===== src/ctt_pkg.sv =====
// ctt_pkg: shared types, codes and sizes for the countdown timer table.
// No dependencies; imported by every module of the block.
`default_nettype none

package ctt_pkg;

   // Table size and derived widths
   localparam int POOL_DEPTH = 20;
   localparam int IDX_W      = (POOL_DEPTH > 1) ? $clog2(POOL_DEPTH) : 1;
   localparam int CNT_W      = $clog2(POOL_DEPTH + 1);
   localparam int SLOT_W     = 5;

   // Operation codes
   localparam logic [1:0] MODE_UPSERT = 2'd0;
   localparam logic [1:0] MODE_TICK   = 2'd1;
   localparam logic [1:0] MODE_QUERY  = 2'd2;

   // Merge rules for an upsert that finds a match
   localparam logic [1:0] MERGE_APPEND = 2'd0;
   localparam logic [1:0] MERGE_SET    = 2'd1;
   localparam logic [1:0] MERGE_ADD    = 2'd2;

   // Result codes
   localparam logic [2:0] RES_UPDATED  = 3'd0;
   localparam logic [2:0] RES_INSERTED = 3'd1;
   localparam logic [2:0] RES_FULL     = 3'd2;
   localparam logic [2:0] RES_QUERY    = 3'd3;
   localparam logic [2:0] RES_HOOK     = 3'd4;
   localparam logic [2:0] RES_EXPIRE   = 3'd5;
   localparam logic [2:0] RES_DONE     = 3'd6;

   // Timer kinds with special handling
   localparam logic [7:0] KIND_HOOK_A  = 8'd1;
   localparam logic [7:0] KIND_HOOK_B  = 8'd2;
   localparam logic [7:0] KIND_EVENT_A = 8'd3;
   localparam logic [7:0] KIND_EVENT_B = 8'd4;

   // Shared unit operations
   localparam logic [1:0] ALU_PASS = 2'd0;
   localparam logic [1:0] ALU_ADD  = 2'd1;
   localparam logic [1:0] ALU_TICK = 2'd2;

   typedef struct packed {
      logic [1:0]         mode;
      logic [7:0]         timer_kind;
      logic [15:0]        sub_ident;
      logic [1:0]         merge_rule;
      logic signed [31:0] timer_value;
      logic signed [15:0] tick_delta;
   } req_type;

   typedef struct packed {
      logic [2:0]         result_type;
      logic [4:0]         slot;
      logic [7:0]         entry_kind;
      logic [15:0]        entry_sub;
      logic signed [31:0] entry_value;
      logic               flag;
      logic               last;
   } rsp_type;

   // One table entry as held in the memory
   typedef struct packed {
      logic [7:0]  kind;
      logic [15:0] sub;
      logic [31:0] value;
   } entry_type;

   // Control of the shared arithmetic unit
   typedef struct packed {
      logic [1:0]  op;
      logic [31:0] operand;
   } alu_ctl_type;

endpackage

`default_nettype wire


===== src/ctt_alu.sv =====
// ctt_alu: shared adder/compare unit for the timer table sequencer.
// Depends on ctt_pkg (entry_type, alu_ctl_type, ALU_* codes).
`default_nettype none

module ctt_alu import ctt_pkg::*; (
   input  alu_ctl_type ctl,
   input  entry_type   ent,
   input  logic [7:0]  key_kind,
   input  logic [15:0] key_sub,
   output logic [31:0] result,
   output logic        match
);

   logic        sub_op;
   logic [31:0] b_eff;
   logic [31:0] sum;

   // One adder: add for merge, subtract for tick
   assign sub_op = (ctl.op == ALU_TICK);
   assign b_eff  = sub_op ? ~ctl.operand : ctl.operand;
   assign sum    = ent.value + b_eff + {31'd0, sub_op};

   // Key compare for the table search
   assign match = (ent.kind == key_kind) && (ent.sub == key_sub);

   // Result select; tick clamps zero or negative to zero
   always_comb begin
      case (ctl.op)
         ALU_ADD:  result = sum;
         ALU_TICK: result = ((sum == 32'd0) || sum[31]) ? 32'd0 : sum;
         default:  result = ctl.operand;
      endcase
   end

endmodule

`default_nettype wire


===== src/ctt_rsp_reg.sv =====
// ctt_rsp_reg: output register for result beats, valid/stall handshake.
// Depends on ctt_pkg (rsp_type).
`default_nettype none

module ctt_rsp_reg import ctt_pkg::*; (
   input  logic    clock,
   input  logic    reset,
   input  logic    load,
   input  rsp_type load_data,
   output logic    free,
   output logic    rsp_valid,
   input  logic    rsp_stall,
   output rsp_type rsp_data
);

   logic    valid_ff, valid_in;
   rsp_type data_ff;

   // Room for a new beat when empty or when the held beat leaves now
   assign free     = !valid_ff || !rsp_stall;
   assign valid_in = load ? 1'b1 : (valid_ff && rsp_stall);

   always_ff @(posedge clock) begin
      if (reset) begin
         valid_ff <= 1'b0;
      end else begin
         valid_ff <= valid_in;
      end
   end

   always_ff @(posedge clock) begin
      if (load) begin
         data_ff <= load_data;
      end
   end

   assign rsp_valid = valid_ff;
   assign rsp_data  = data_ff;

endmodule

`default_nettype wire


===== src/countdown_timer_table_top.sv =====
// countdown_timer_table_top: timer table with sequencer, entry memory,
// shared arithmetic unit and output register. Depends on ctt_pkg, ctt_alu, ctt_rsp_reg.
// An upsert with the set or add rule, or a query, scans the table entry by
// entry (a registered memory read, then a key compare in the shared unit);
// an append upsert goes straight to the end of the table. A tick reads and
// evaluates each entry; an expired entry that is not the last is filled by
// moving the last entry into its slot, and a closing beat ends the walk.
// The single read port of the entry memory and the one shared adder set
// this pace. The sequencer waits while a beat is due and the result channel
// stalls. The block takes a new request only when the previous one has
// handed its last beat to the output register. Entries beyond the live
// count are never read, so the table needs no clearing after reset.
`default_nettype none

module countdown_timer_table_top import ctt_pkg::*; (
   input  logic    clock,
   input  logic    reset,
   input  logic    req_valid,
   output logic    req_stall,
   input  req_type req_data,
   output logic    rsp_valid,
   input  logic    rsp_stall,
   output rsp_type rsp_data
);

   // Sequencer states
   localparam logic [3:0] ST_IDLE      = 4'd0;
   localparam logic [3:0] ST_SRCH_RD   = 4'd1;
   localparam logic [3:0] ST_SRCH_CMP  = 4'd2;
   localparam logic [3:0] ST_QMISS     = 4'd3;
   localparam logic [3:0] ST_APPEND    = 4'd4;
   localparam logic [3:0] ST_TICK_RD   = 4'd5;
   localparam logic [3:0] ST_TICK_EVAL = 4'd6;
   localparam logic [3:0] ST_TICK_NEXT = 4'd7;
   localparam logic [3:0] ST_TICK_MV   = 4'd8;

   logic [3:0]       state_ff, state_in;
   logic [CNT_W-1:0] idx_ff, idx_in;
   logic [CNT_W-1:0] live_ff, live_in;
   logic [CNT_W-1:0] live_m1;
   req_type          cmd_ff, cmd_in;
   logic             vzero_ff, vzero_in;

   // Entry memory, one write and one registered read port
   entry_type        mem [POOL_DEPTH];
   entry_type        rd_q_ff;
   logic             mem_re, mem_we;
   logic [IDX_W-1:0] mem_ra, mem_wa;
   entry_type        mem_wd;

   alu_ctl_type      alu_ctl;
   logic [31:0]      alu_res;
   logic             alu_match;

   logic             rsp_ld, rsp_free;
   rsp_type          rsp_in;
   logic             want_beat;

   ctt_alu u_alu (
      .ctl      (alu_ctl),
      .ent      (rd_q_ff),
      .key_kind (cmd_ff.timer_kind),
      .key_sub  (cmd_ff.sub_ident),
      .result   (alu_res),
      .match    (alu_match)
   );

   ctt_rsp_reg u_rsp (
      .clock     (clock),
      .reset     (reset),
      .load      (rsp_ld),
      .load_data (rsp_in),
      .free      (rsp_free),
      .rsp_valid (rsp_valid),
      .rsp_stall (rsp_stall),
      .rsp_data  (rsp_data)
   );

   assign req_stall = (state_ff != ST_IDLE);
   assign live_m1   = live_ff - CNT_W'(1);

   // Sequencer
   always_comb begin
      state_in  = state_ff;
      idx_in    = idx_ff;
      live_in   = live_ff;
      cmd_in    = cmd_ff;
      vzero_in  = vzero_ff;
      mem_re    = 1'b0;
      mem_ra    = idx_ff[IDX_W-1:0];
      mem_we    = 1'b0;
      mem_wa    = idx_ff[IDX_W-1:0];
      mem_wd    = rd_q_ff;
      rsp_ld    = 1'b0;
      rsp_in    = '0;
      want_beat = 1'b0;
      alu_ctl.op      = ALU_PASS;
      alu_ctl.operand = cmd_ff.timer_value;

      case (state_ff)
         ST_IDLE: begin
            if (req_valid) begin
               cmd_in = req_data;
               idx_in = '0;
               case (req_data.mode)
                  MODE_UPSERT: begin
                     if (req_data.merge_rule inside {MERGE_SET, MERGE_ADD}) begin
                        state_in = ST_SRCH_RD;
                     end else begin
                        state_in = ST_APPEND;
                     end
                  end
                  MODE_TICK:  state_in = ST_TICK_RD;
                  MODE_QUERY: state_in = ST_SRCH_RD;
                  default:    state_in = ST_IDLE;
               endcase
            end
         end

         // Search: read entry, then compare keys
         ST_SRCH_RD: begin
            if (idx_ff < live_ff) begin
               mem_re   = 1'b1;
               state_in = ST_SRCH_CMP;
            end else if (cmd_ff.mode == MODE_QUERY) begin
               state_in = ST_QMISS;
            end else begin
               state_in = ST_APPEND;
            end
         end

         ST_SRCH_CMP: begin
            if (alu_match) begin
               rsp_in.slot       = SLOT_W'(idx_ff);
               rsp_in.entry_kind = rd_q_ff.kind;
               rsp_in.entry_sub  = rd_q_ff.sub;
               rsp_in.last       = 1'b1;
               if (cmd_ff.mode == MODE_QUERY) begin
                  rsp_in.result_type = RES_QUERY;
                  rsp_in.entry_value = rd_q_ff.value;
                  rsp_in.flag        = 1'b1;
               end else begin
                  alu_ctl.op = (cmd_ff.merge_rule == MERGE_ADD) ? ALU_ADD : ALU_PASS;
                  rsp_in.result_type = RES_UPDATED;
                  rsp_in.entry_value = alu_res;
                  mem_wd.kind        = rd_q_ff.kind;
                  mem_wd.sub         = rd_q_ff.sub;
                  mem_wd.value       = alu_res;
               end
               if (rsp_free) begin
                  rsp_ld   = 1'b1;
                  mem_we   = (cmd_ff.mode != MODE_QUERY);
                  state_in = ST_IDLE;
               end
            end else begin
               idx_in   = idx_ff + CNT_W'(1);
               state_in = ST_SRCH_RD;
            end
         end

         ST_QMISS: begin
            rsp_in.result_type = RES_QUERY;
            rsp_in.entry_kind  = cmd_ff.timer_kind;
            rsp_in.entry_sub   = cmd_ff.sub_ident;
            rsp_in.last        = 1'b1;
            if (rsp_free) begin
               rsp_ld   = 1'b1;
               state_in = ST_IDLE;
            end
         end

         // Append at the end of the table, or report full
         ST_APPEND: begin
            rsp_in.entry_kind  = cmd_ff.timer_kind;
            rsp_in.entry_sub   = cmd_ff.sub_ident;
            rsp_in.entry_value = cmd_ff.timer_value;
            rsp_in.last        = 1'b1;
            mem_wa             = live_ff[IDX_W-1:0];
            mem_wd.kind        = cmd_ff.timer_kind;
            mem_wd.sub         = cmd_ff.sub_ident;
            mem_wd.value       = cmd_ff.timer_value;
            if (live_ff < CNT_W'(POOL_DEPTH)) begin
               rsp_in.result_type = RES_INSERTED;
               rsp_in.slot        = SLOT_W'(live_ff);
               if (rsp_free) begin
                  mem_we  = 1'b1;
                  live_in = live_ff + CNT_W'(1);
               end
            end else begin
               rsp_in.result_type = RES_FULL;
            end
            if (rsp_free) begin
               rsp_ld   = 1'b1;
               state_in = ST_IDLE;
            end
         end

         // Tick walk
         ST_TICK_RD: begin
            if (idx_ff < live_ff) begin
               mem_re   = 1'b1;
               state_in = ST_TICK_EVAL;
            end else begin
               rsp_in.result_type = RES_DONE;
               rsp_in.last        = 1'b1;
               if (rsp_free) begin
                  rsp_ld   = 1'b1;
                  state_in = ST_IDLE;
               end
            end
         end

         ST_TICK_EVAL: begin
            alu_ctl.op      = ALU_TICK;
            alu_ctl.operand = {{16{cmd_ff.tick_delta[15]}}, cmd_ff.tick_delta};
            mem_we          = 1'b1;
            mem_wd.value    = alu_res;
            vzero_in        = (alu_res == 32'd0);
            want_beat       = (rd_q_ff.kind inside {KIND_HOOK_A, KIND_HOOK_B});
            rsp_in.result_type = RES_HOOK;
            rsp_in.slot        = SLOT_W'(idx_ff);
            rsp_in.entry_kind  = rd_q_ff.kind;
            rsp_in.entry_sub   = rd_q_ff.sub;
            rsp_in.entry_value = alu_res;
            if (!want_beat || rsp_free) begin
               rsp_ld   = want_beat;
               state_in = ST_TICK_NEXT;
            end
         end

         ST_TICK_NEXT: begin
            if (!vzero_ff) begin
               idx_in   = idx_ff + CNT_W'(1);
               state_in = ST_TICK_RD;
            end else begin
               want_beat = (rd_q_ff.kind inside {KIND_EVENT_A, KIND_EVENT_B});
               rsp_in.result_type = RES_EXPIRE;
               rsp_in.slot        = SLOT_W'(idx_ff);
               rsp_in.entry_kind  = rd_q_ff.kind;
               rsp_in.entry_sub   = rd_q_ff.sub;
               rsp_in.flag        = (rd_q_ff.kind == KIND_EVENT_A);
               if (!want_beat || rsp_free) begin
                  rsp_ld  = want_beat;
                  live_in = live_m1;
                  if (idx_ff == live_m1) begin
                     state_in = ST_TICK_RD;
                  end else begin
                     // fetch the last entry to fill the freed slot
                     mem_re   = 1'b1;
                     mem_ra   = live_m1[IDX_W-1:0];
                     state_in = ST_TICK_MV;
                  end
               end
            end
         end

         ST_TICK_MV: begin
            mem_we   = 1'b1;
            state_in = ST_TICK_RD;
         end

         default: begin
            state_in = ST_IDLE;
         end
      endcase
   end

   // Control registers
   always_ff @(posedge clock) begin
      if (reset) begin
         state_ff <= ST_IDLE;
         live_ff  <= '0;
      end else begin
         state_ff <= state_in;
         live_ff  <= live_in;
      end
   end

   // Working registers
   always_ff @(posedge clock) begin
      idx_ff   <= idx_in;
      cmd_ff   <= cmd_in;
      vzero_ff <= vzero_in;
   end

   // Entry memory
   always_ff @(posedge clock) begin
      if (mem_we) begin
         mem[mem_wa] <= mem_wd;
      end
      if (mem_re) begin
         rd_q_ff <= mem[mem_ra];
      end
   end

   // Checks
   a_live_bound: assert property (@(posedge clock) disable iff (reset)
      live_ff <= CNT_W'(POOL_DEPTH))
      else $error("live count above table depth");

   a_no_beat_idle: assert property (@(posedge clock) disable iff (reset)
      (state_ff == ST_IDLE) |-> !rsp_ld)
      else $error("result beat issued while idle");

   a_last_ends: assert property (@(posedge clock) disable iff (reset)
      (rsp_ld && rsp_in.last) |=> (state_ff == ST_IDLE))
      else $error("sequencer busy after final beat");

   a_load_free: assert property (@(posedge clock) disable iff (reset)
      rsp_ld |-> rsp_free)
      else $error("result beat loaded into full output register");

endmodule

`default_nettype wire

===== config.mk =====
export PLATFORM = sky130hd
export DESIGN_NAME = countdown_timer_table_top
export DESIGN_NICKNAME = d
export VERILOG_FILES = /design/src/ctt_pkg.sv /design/src/ctt_alu.sv /design/src/ctt_rsp_reg.sv /design/src/countdown_timer_table_top.sv
export SDC_FILE = /design/constraint.sdc
export NUM_CORES = 2
export LEC_CHECK = 0
export ABC_AREA = 0
export BUFFER_PORTS_ARGS = -buffer_cell sky130_fd_sc_hd__buf_2
export CORE_MARGIN = 2
export CORE_UTILIZATION = 58
export CTS_BUF_LIST = sky130_fd_sc_hd__clkbuf_8
export CTS_CLUSTER_DIAMETER = 40
export DETAILED_ROUTE_END_ITERATION = 8
export MAX_ROUTING_LAYER = met4
export PLACE_DENSITY_LB_ADDON = 0.1
export SLEW_MARGIN = 20
export SYNTH_ARGS = -nofsm -noshare
export SYNTH_HDL_FRONTEND = slang
export SYNTH_SLANG_ARGS = --single-unit

===== constraint.sdc =====
create_clock -name clock -period 30.5 [get_ports clock]
set_input_delay 0 -clock clock [delete_from_list [all_inputs] [get_ports clock]]
set_output_delay 0 -clock clock [all_outputs]
set_load 0.02 [all_outputs]

# Word-level counts from Yosys, hierarchy flattened
# Memory sizes are Yosys's and may differ from the RTL's. A register that Yosys moved wholly into a read port is not among the register bits.
# Cells that the tools add are included.
[classes]
n_mux = 74
addsub = 5
n_eq_ne = 33
n_reduce_logical = 27
n_bitwise = 1
order_cmp = 2
[op_table]
columns = ["cell", "count"]
rows = [
  ["two-way mux 32 bit", 7],
  ["case mux 32 bit (3 select lines)", 2],
  ["case mux 24 bit (4 select lines)", 1],
  ["two-way mux 5 bit", 13],
  ["two-way mux 65 bit", 1],
  ["zero test 32 bit", 2],
  ["case mux 32 bit (2 select lines)", 1],
  ["case mux 24 bit (2 select lines)", 1],
  ["adder 32 x 1 -> 32 bit", 1],
  ["adder 32 bit", 1],
  ["two-way mux 4 bit", 8],
  ["NOT 32 bit", 1],
  ["case mux 4 bit (8 select lines)", 1],
  ["two-way mux 1 bit", 22],
  ["case mux 5 bit (4 select lines)", 1],
  ["!= test 2 bit, second input constant", 9],
  ["case mux 3 bit (6 select lines)", 1],
  ["== test 16 bit", 1],
  ["== test 4 x 3 -> 1 bit, second input constant", 4],
  ["== test 8 x 2 -> 1 bit, second input constant", 2],
  ["case mux 5 bit (3 select lines)", 1],
  ["two-way mux 3 bit", 4],
  ["case mux 4 bit (3 select lines)", 1],
  ["adder 5 x 1 -> 5 bit, second input constant", 2],
  ["32 further kinds", 54],
]
[totals]
out_inout_bits = 68
reg_bits = 158
inputBits = 80
ramBits = 1120
wordCells = 161
memories = 1
[memory_table]
columns = ["memory", "depth", "word_bits", "rd", "rd_ports_with_merged_regs", "wr", "line_no", "rtl"]
rows = [
  ["mem", 20, 56, 1, 1, 1, "countdown_timer_table_top.sv:45", "entry_type mem [POOL_DEPTH];"],
]

# Logic depth before layout (Yosys ltp)
[depth]
ltp_word = 16
depth_mapped = 25
depth_no_buf = 20

# Hierarchy
# A second synthesis with hierarchy kept.
[hier_totals]
cells_unflattened = 3612
area_unflattened_um2 = 55497.0
[by_module_without_submodules]
columns = ["mod", "instances", "seq_area_each_um2", "cells_per_inst", "area_each_um2"]
rows = [
  ["countdown_timer_table_top", 1, 37956.4, 3113, 50528.5],
  ["ctt_alu", 1, 0.0, 429, 2954.1],
  ["ctt_rsp_reg", 1, 2001.9, 70, 2014.4],
]

# Worst setup path before layout
# No wires, ideal clock.
[synth_timing]
kind = "flip-flop to flip-flop"
from = "register idx_ff[0]"
to = "register u_rsp.data_ff (netlist bit u_rsp.rsp_data[0]), enable pin"
required_ns = 29.652
path_stages_with_launch = 12
arrival_ns = 12.155
path_slack_ns = 17.497
cell_sequence = "edfxtp_1 > clkbuf_1 > inv_1 > ha_1 > nor2b_1 > o21a_1 > o21a_1 > o21ai_0 > nand2b_1 > nand3_1 > nor2b_1 > a2111oi_0"
[synth_between]
elab_chain_cells = 3
[synth_rtl]
columns = ["item", "line_no", "rtl"]
rows = [
  ["start: declaration", "countdown_timer_table_top.sv:38", "logic [CNT_W-1:0] idx_ff, idx_in;"],
  ["start signal: assignment", "countdown_timer_table_top.sv:281", "idx_ff <= idx_in;"],
  ["< comparator 5 bit", "countdown_timer_table_top.sv:200", "if (idx_ff < live_ff) begin"],
  ["two-way mux 1 bit", "countdown_timer_table_top.sv:200", ""],
  ["case mux 1 bit (5 select lines)", "countdown_timer_table_top.sv:100", "case (state_ff)"],
  ["named net rsp_ld", "countdown_timer_table_top.sv:55", "logic rsp_ld, rsp_free;"],
  ["end signal: assignment", "ctt_rsp_reg.sv:33", "data_ff <= load_data;"],
  ["end: declaration", "ctt_rsp_reg.sv:17", "rsp_type data_ff;"],
]
# The timed path passes the listed nets, and every way through them passes these cells.
# A chain may end at the register's enable or synchronous reset.

==> run metrics <==
CP peak stage delay 0.76 ns; achievable frequency 0.115 GHz; CTS clk-pin slew, worst paths 0.06 ns; CTS tree done; synth warn 0; clk sink count 1,334; Buffers on Ports 147; I/O pin cnt 148; sequential-to-total area share from yosys stat 71.3%; final hold slack roughly 0.26 ns; Starting Density about 58%; sequential power share between 50% and 60%; CP required between 30 and 40 ns; Post-DP Area 58,000 µm²; critical path type flip-flop to flip-flop; Pre-antenna DRT Iters 6; Worst slew margin 19.5%; Max Cap Viol 0; vias 39,200; Post-synth EDFFs 1,324; CP arrival just over 9 ns; PwrDens 61.7 nW/µm²; number of antenna violations at the first check in global routing 5; syn_nets approximately 4,500; H-tree depth 4; routed length per instance 27.6 µm; Die Height around 310 µm; Setup Fix Bufs, Post-CTS 0; most common cell after layout, fill and taps aside edfxtp_1; worst flop-to-flop path startpoint rd_q_ff[51]; Hold WC Path Type primary input to flip-flop; WL final 169 mm; Gate Count Post-Synth 4,382; Final #Nets 4,805; Die X 315 µm; VDD IR max 0.0375 mV; RSZ-0062 raised after global routing no; cell area after layout 63,500 µm²; nature of the critical path endpoint flip-flop; number of global-route vias before repair 36,300; # DRC 0; Syn Std Cell Area about 56,000 µm²; CTS Buf Count 211; hold path endpoint state_ff[2]; status completed; drt via density between 6 and 7; Setup Skew 0.0349 ns; worst reg-to-reg setup slack around 22 ns; critical path cell sequence xor2_1 > nor4_1 > nand4_1 > nor3_1 > nand3_1 > nor4b_1 > inv_1 > ha_2 > buf_4 > xnor2_1 > ha_1 > nand4_1 > or4_1 > or2_1 > o32ai_1 > o21ai_1 > o41ai_2 > nor2_1 > buf_4 > nor2_1 > a221oi_1 > nand2_1; DRT antenna net count 0; die footprint ~99,000 µm²; DRT iter0 DRCs 5,414; global-route wire length before repair 243 mm; Clock power frac 36.4%; Distinct cells, synth 86; Internal Pwr Total 2.92 mW; Bufs on Longest Clock Path 3; switching power total 1.00 mW; Sw Ratio between 20% and 30%; fraction of layout cells with a size suffix above 1 10.9%; Tmin final 8.70 ns; fill count 6,973; hpwl dp 90.8 mm; All-Layer GR Usage 34.9%; pin count of the biggest net entering global routing 187; Synth async-reset ratio 0%; type of origin of the critical path flip-flop; r2r worst-path depth 22; Least-Margin Pin Slew 1.20 ns; Core ar. 96,300 µm²; setup TNS 0 ns; Main synth FF type edfxtp_1; Max FO, Critical Path 41; most frequent cells in the layout edfxtp_1 (1,324), nand2_1 (1,126), a21oi_1 (347); final hold violations 0; number of setup violations in the final report 0; Combinational Power Share 10.6%; Root Driver clkbuf_8; Placement Rows 114; fin crit share 28.5%; Hold Path Depth 7; max-slew violations 0; P_leak 22.5 nW; Final Wtd Congestion 0.977; min-delay src req_valid; Avg Cell Area, Syn 12.8 µm²; RR Endpoint mem[15][24]; Clock Latency Late Sink 0.92 ns; gr ovfl total 0; area delta synth->final 13.3%; CP max stage cell nor3_1; FF+latch count, synth 1,334
## area by class of cell
cell class	instances	area, µm²	area share, %
flip-flops and latches	1334	40000	62.9
multi-input cells	2729	15000	23.6
clock buffers	215	2960	4.66
repair buffers	376	2940	4.62
well taps	1276	1600	2.51
clock inverters	163	961	1.51
inverters	30	114	0.179
diodes	5	12.5	0.0197
## flip-flops by register name (all words and copies together), names as in the netlist
| name | count |
|---|---|
| u_rsp.rsp_data | 66 |
| cmd_ff | 76 |
| vzero_ff | 1 |
| idx_ff | 5 |
| live_ff | 5 |
| mem | 1120 |
| u_rsp.rsp_valid | 1 |
| state_ff | 4 |
| rd_q_ff | 56 |
## per-layer routing
layer | vias up | GRT usage, % | wire length, µm
met5 | - | - | 0
met4 | 0 | 11.3 | 5060
met3 | 356 | 6.25 | 18400
met1 | 19400 | 49.4 | 67700
li1 | 17000 | - | -
met2 | 2416 | 51.6 | 77700
## stage by stage
stage | total power, mW | std cells | utilization (%) | setup slack, ns
floorplan | 2.37 | 4382 | - | 17.50
global placement | 2.50 | 5588 | 60.3 | 22.32
detailed placement | 2.50 | 5588 | 60.3 | 22.00
CTS | 3.92 | 6123 | 66.0 | 21.98
global route | 4.04 | 6128 | 66.0 | 21.37
finish | 3.92 | 6128 | 66.0 | 21.80
## critical path, delay by kind of cell, from the launching register on
kind                       cells  cell delay, ns
buffers and inverters          3            0.64
AOI/OAI and AO/OA              4            1.12
DFF                            1            0.45
and+or+nand+nor               11            5.03
xor gates and xnor gates       2            0.44
adders and majority gates      2            0.69
## cell usage after synthesis, types with 4 or more instances
cell / count / area [µm²]
a22o_1: 27 / 236
o31ai_1: 6 / 45.0
o211ai_1: 11 / 82.6
a21oi_1: 348 / 1740
dfxtp_1: 10 / 200
a222oi_1: 4 / 40.0
o22ai_1: 67 / 419
nand2b_1: 12 / 75.1
nand3b_1: 4 / 30.0
and2_1: 6 / 37.5
o32ai_1: 4 / 35.0
buf_4: 7 / 52.6
xnor2_1: 72 / 631
a22oi_1: 129 / 968
a21o_1: 15 / 113
nand2_1: 1127 / 4230
clkbuf_1: 150 / 563
xor2_1: 27 / 236
edfxtp_1: 1324 / 39800
o311ai_0: 5 / 43.8
nor3_1: 80 / 400
buf_1: 19 / 71.3
or4_1: 4 / 30.0
a221oi_1: 5 / 43.8
nor2_1: 81 / 304
a211oi_1: 63 / 473
nand3_1: 146 / 731
ha_1: 42 / 526
a31oi_1: 64 / 400
a2bb2oi_1: 8 / 70.1
inv_1: 29 / 109
nand4_1: 17 / 106
o21ai_0: 44 / 220
mux2i_1: 19 / 190
a311oi_1: 58 / 508
buf_2: 111 / 556
and3_1: 120 / 751
o21ai_1: 9 / 45.0
nor4_1: 14 / 87.6
a41oi_1: 4 / 35.0
o21a_1: 11 / 82.6
nor2b_1: 12 / 75.1
## power groups by stage
stage | logic, mW | clock network [mW] | registers, mW
6_report | 0.414 | 1.43 | 2.08
4_1_cts | 0.405 | 1.44 | 2.08
5_1_grt | 0.445 | 1.52 | 2.08
3_5_place_dp | 0.388 | 0 | 2.11
3_3_place_gp | 0.386 | 0 | 2.11
2_1_floorplan | 0.266 | 0 | 2.10
## worst max path at each step
stage	slack (ns)	cells past startpoint	to	from
after floorplan	17.50	11	u_rsp.rsp_data[0]	idx_ff[0]
after global routing	21.37	22	mem[15][24]	rd_q_ff[51]
after CTS	21.98	22	mem[2][24]	rd_q_ff[51]
after detailed placement	22.00	22	mem[12][24]	rd_q_ff[51]
after global placement	22.32	22	mem[14][24]	rd_q_ff[51]
final	21.80	22	mem[15][24]	rd_q_ff[51]
## kinds of logic (layout without fill, tap and decap cells)
| family | Yosys count | count (layout) | share of synthesized area [%] |
|---|---|---|---|
| XOR/XNOR | 99 | 99 | 1.55 |
| AO/OA/AOI/OAI | 916 | 916 | 10.6 |
| other | 0 | 5 | 0 |
| flip-flops | 1334 | 1334 | 71.3 |
| multiplexers | 26 | 26 | 0.580 |
| buffers and inverters | 319 | 784 | 2.46 |
| adder cells (fa/ha/maj) | 43 | 43 | 0.973 |
| AND/OR/NAND/NOR | 1645 | 1645 | 12.6 |
## what timing repair did
action | in CTS | in global routing
hold buffers | 157 | 0
hold endpoints to repair | 115 | 0
resized for setup | 0 | 0
No activity file was read; power rests on OpenSTA's default activity.
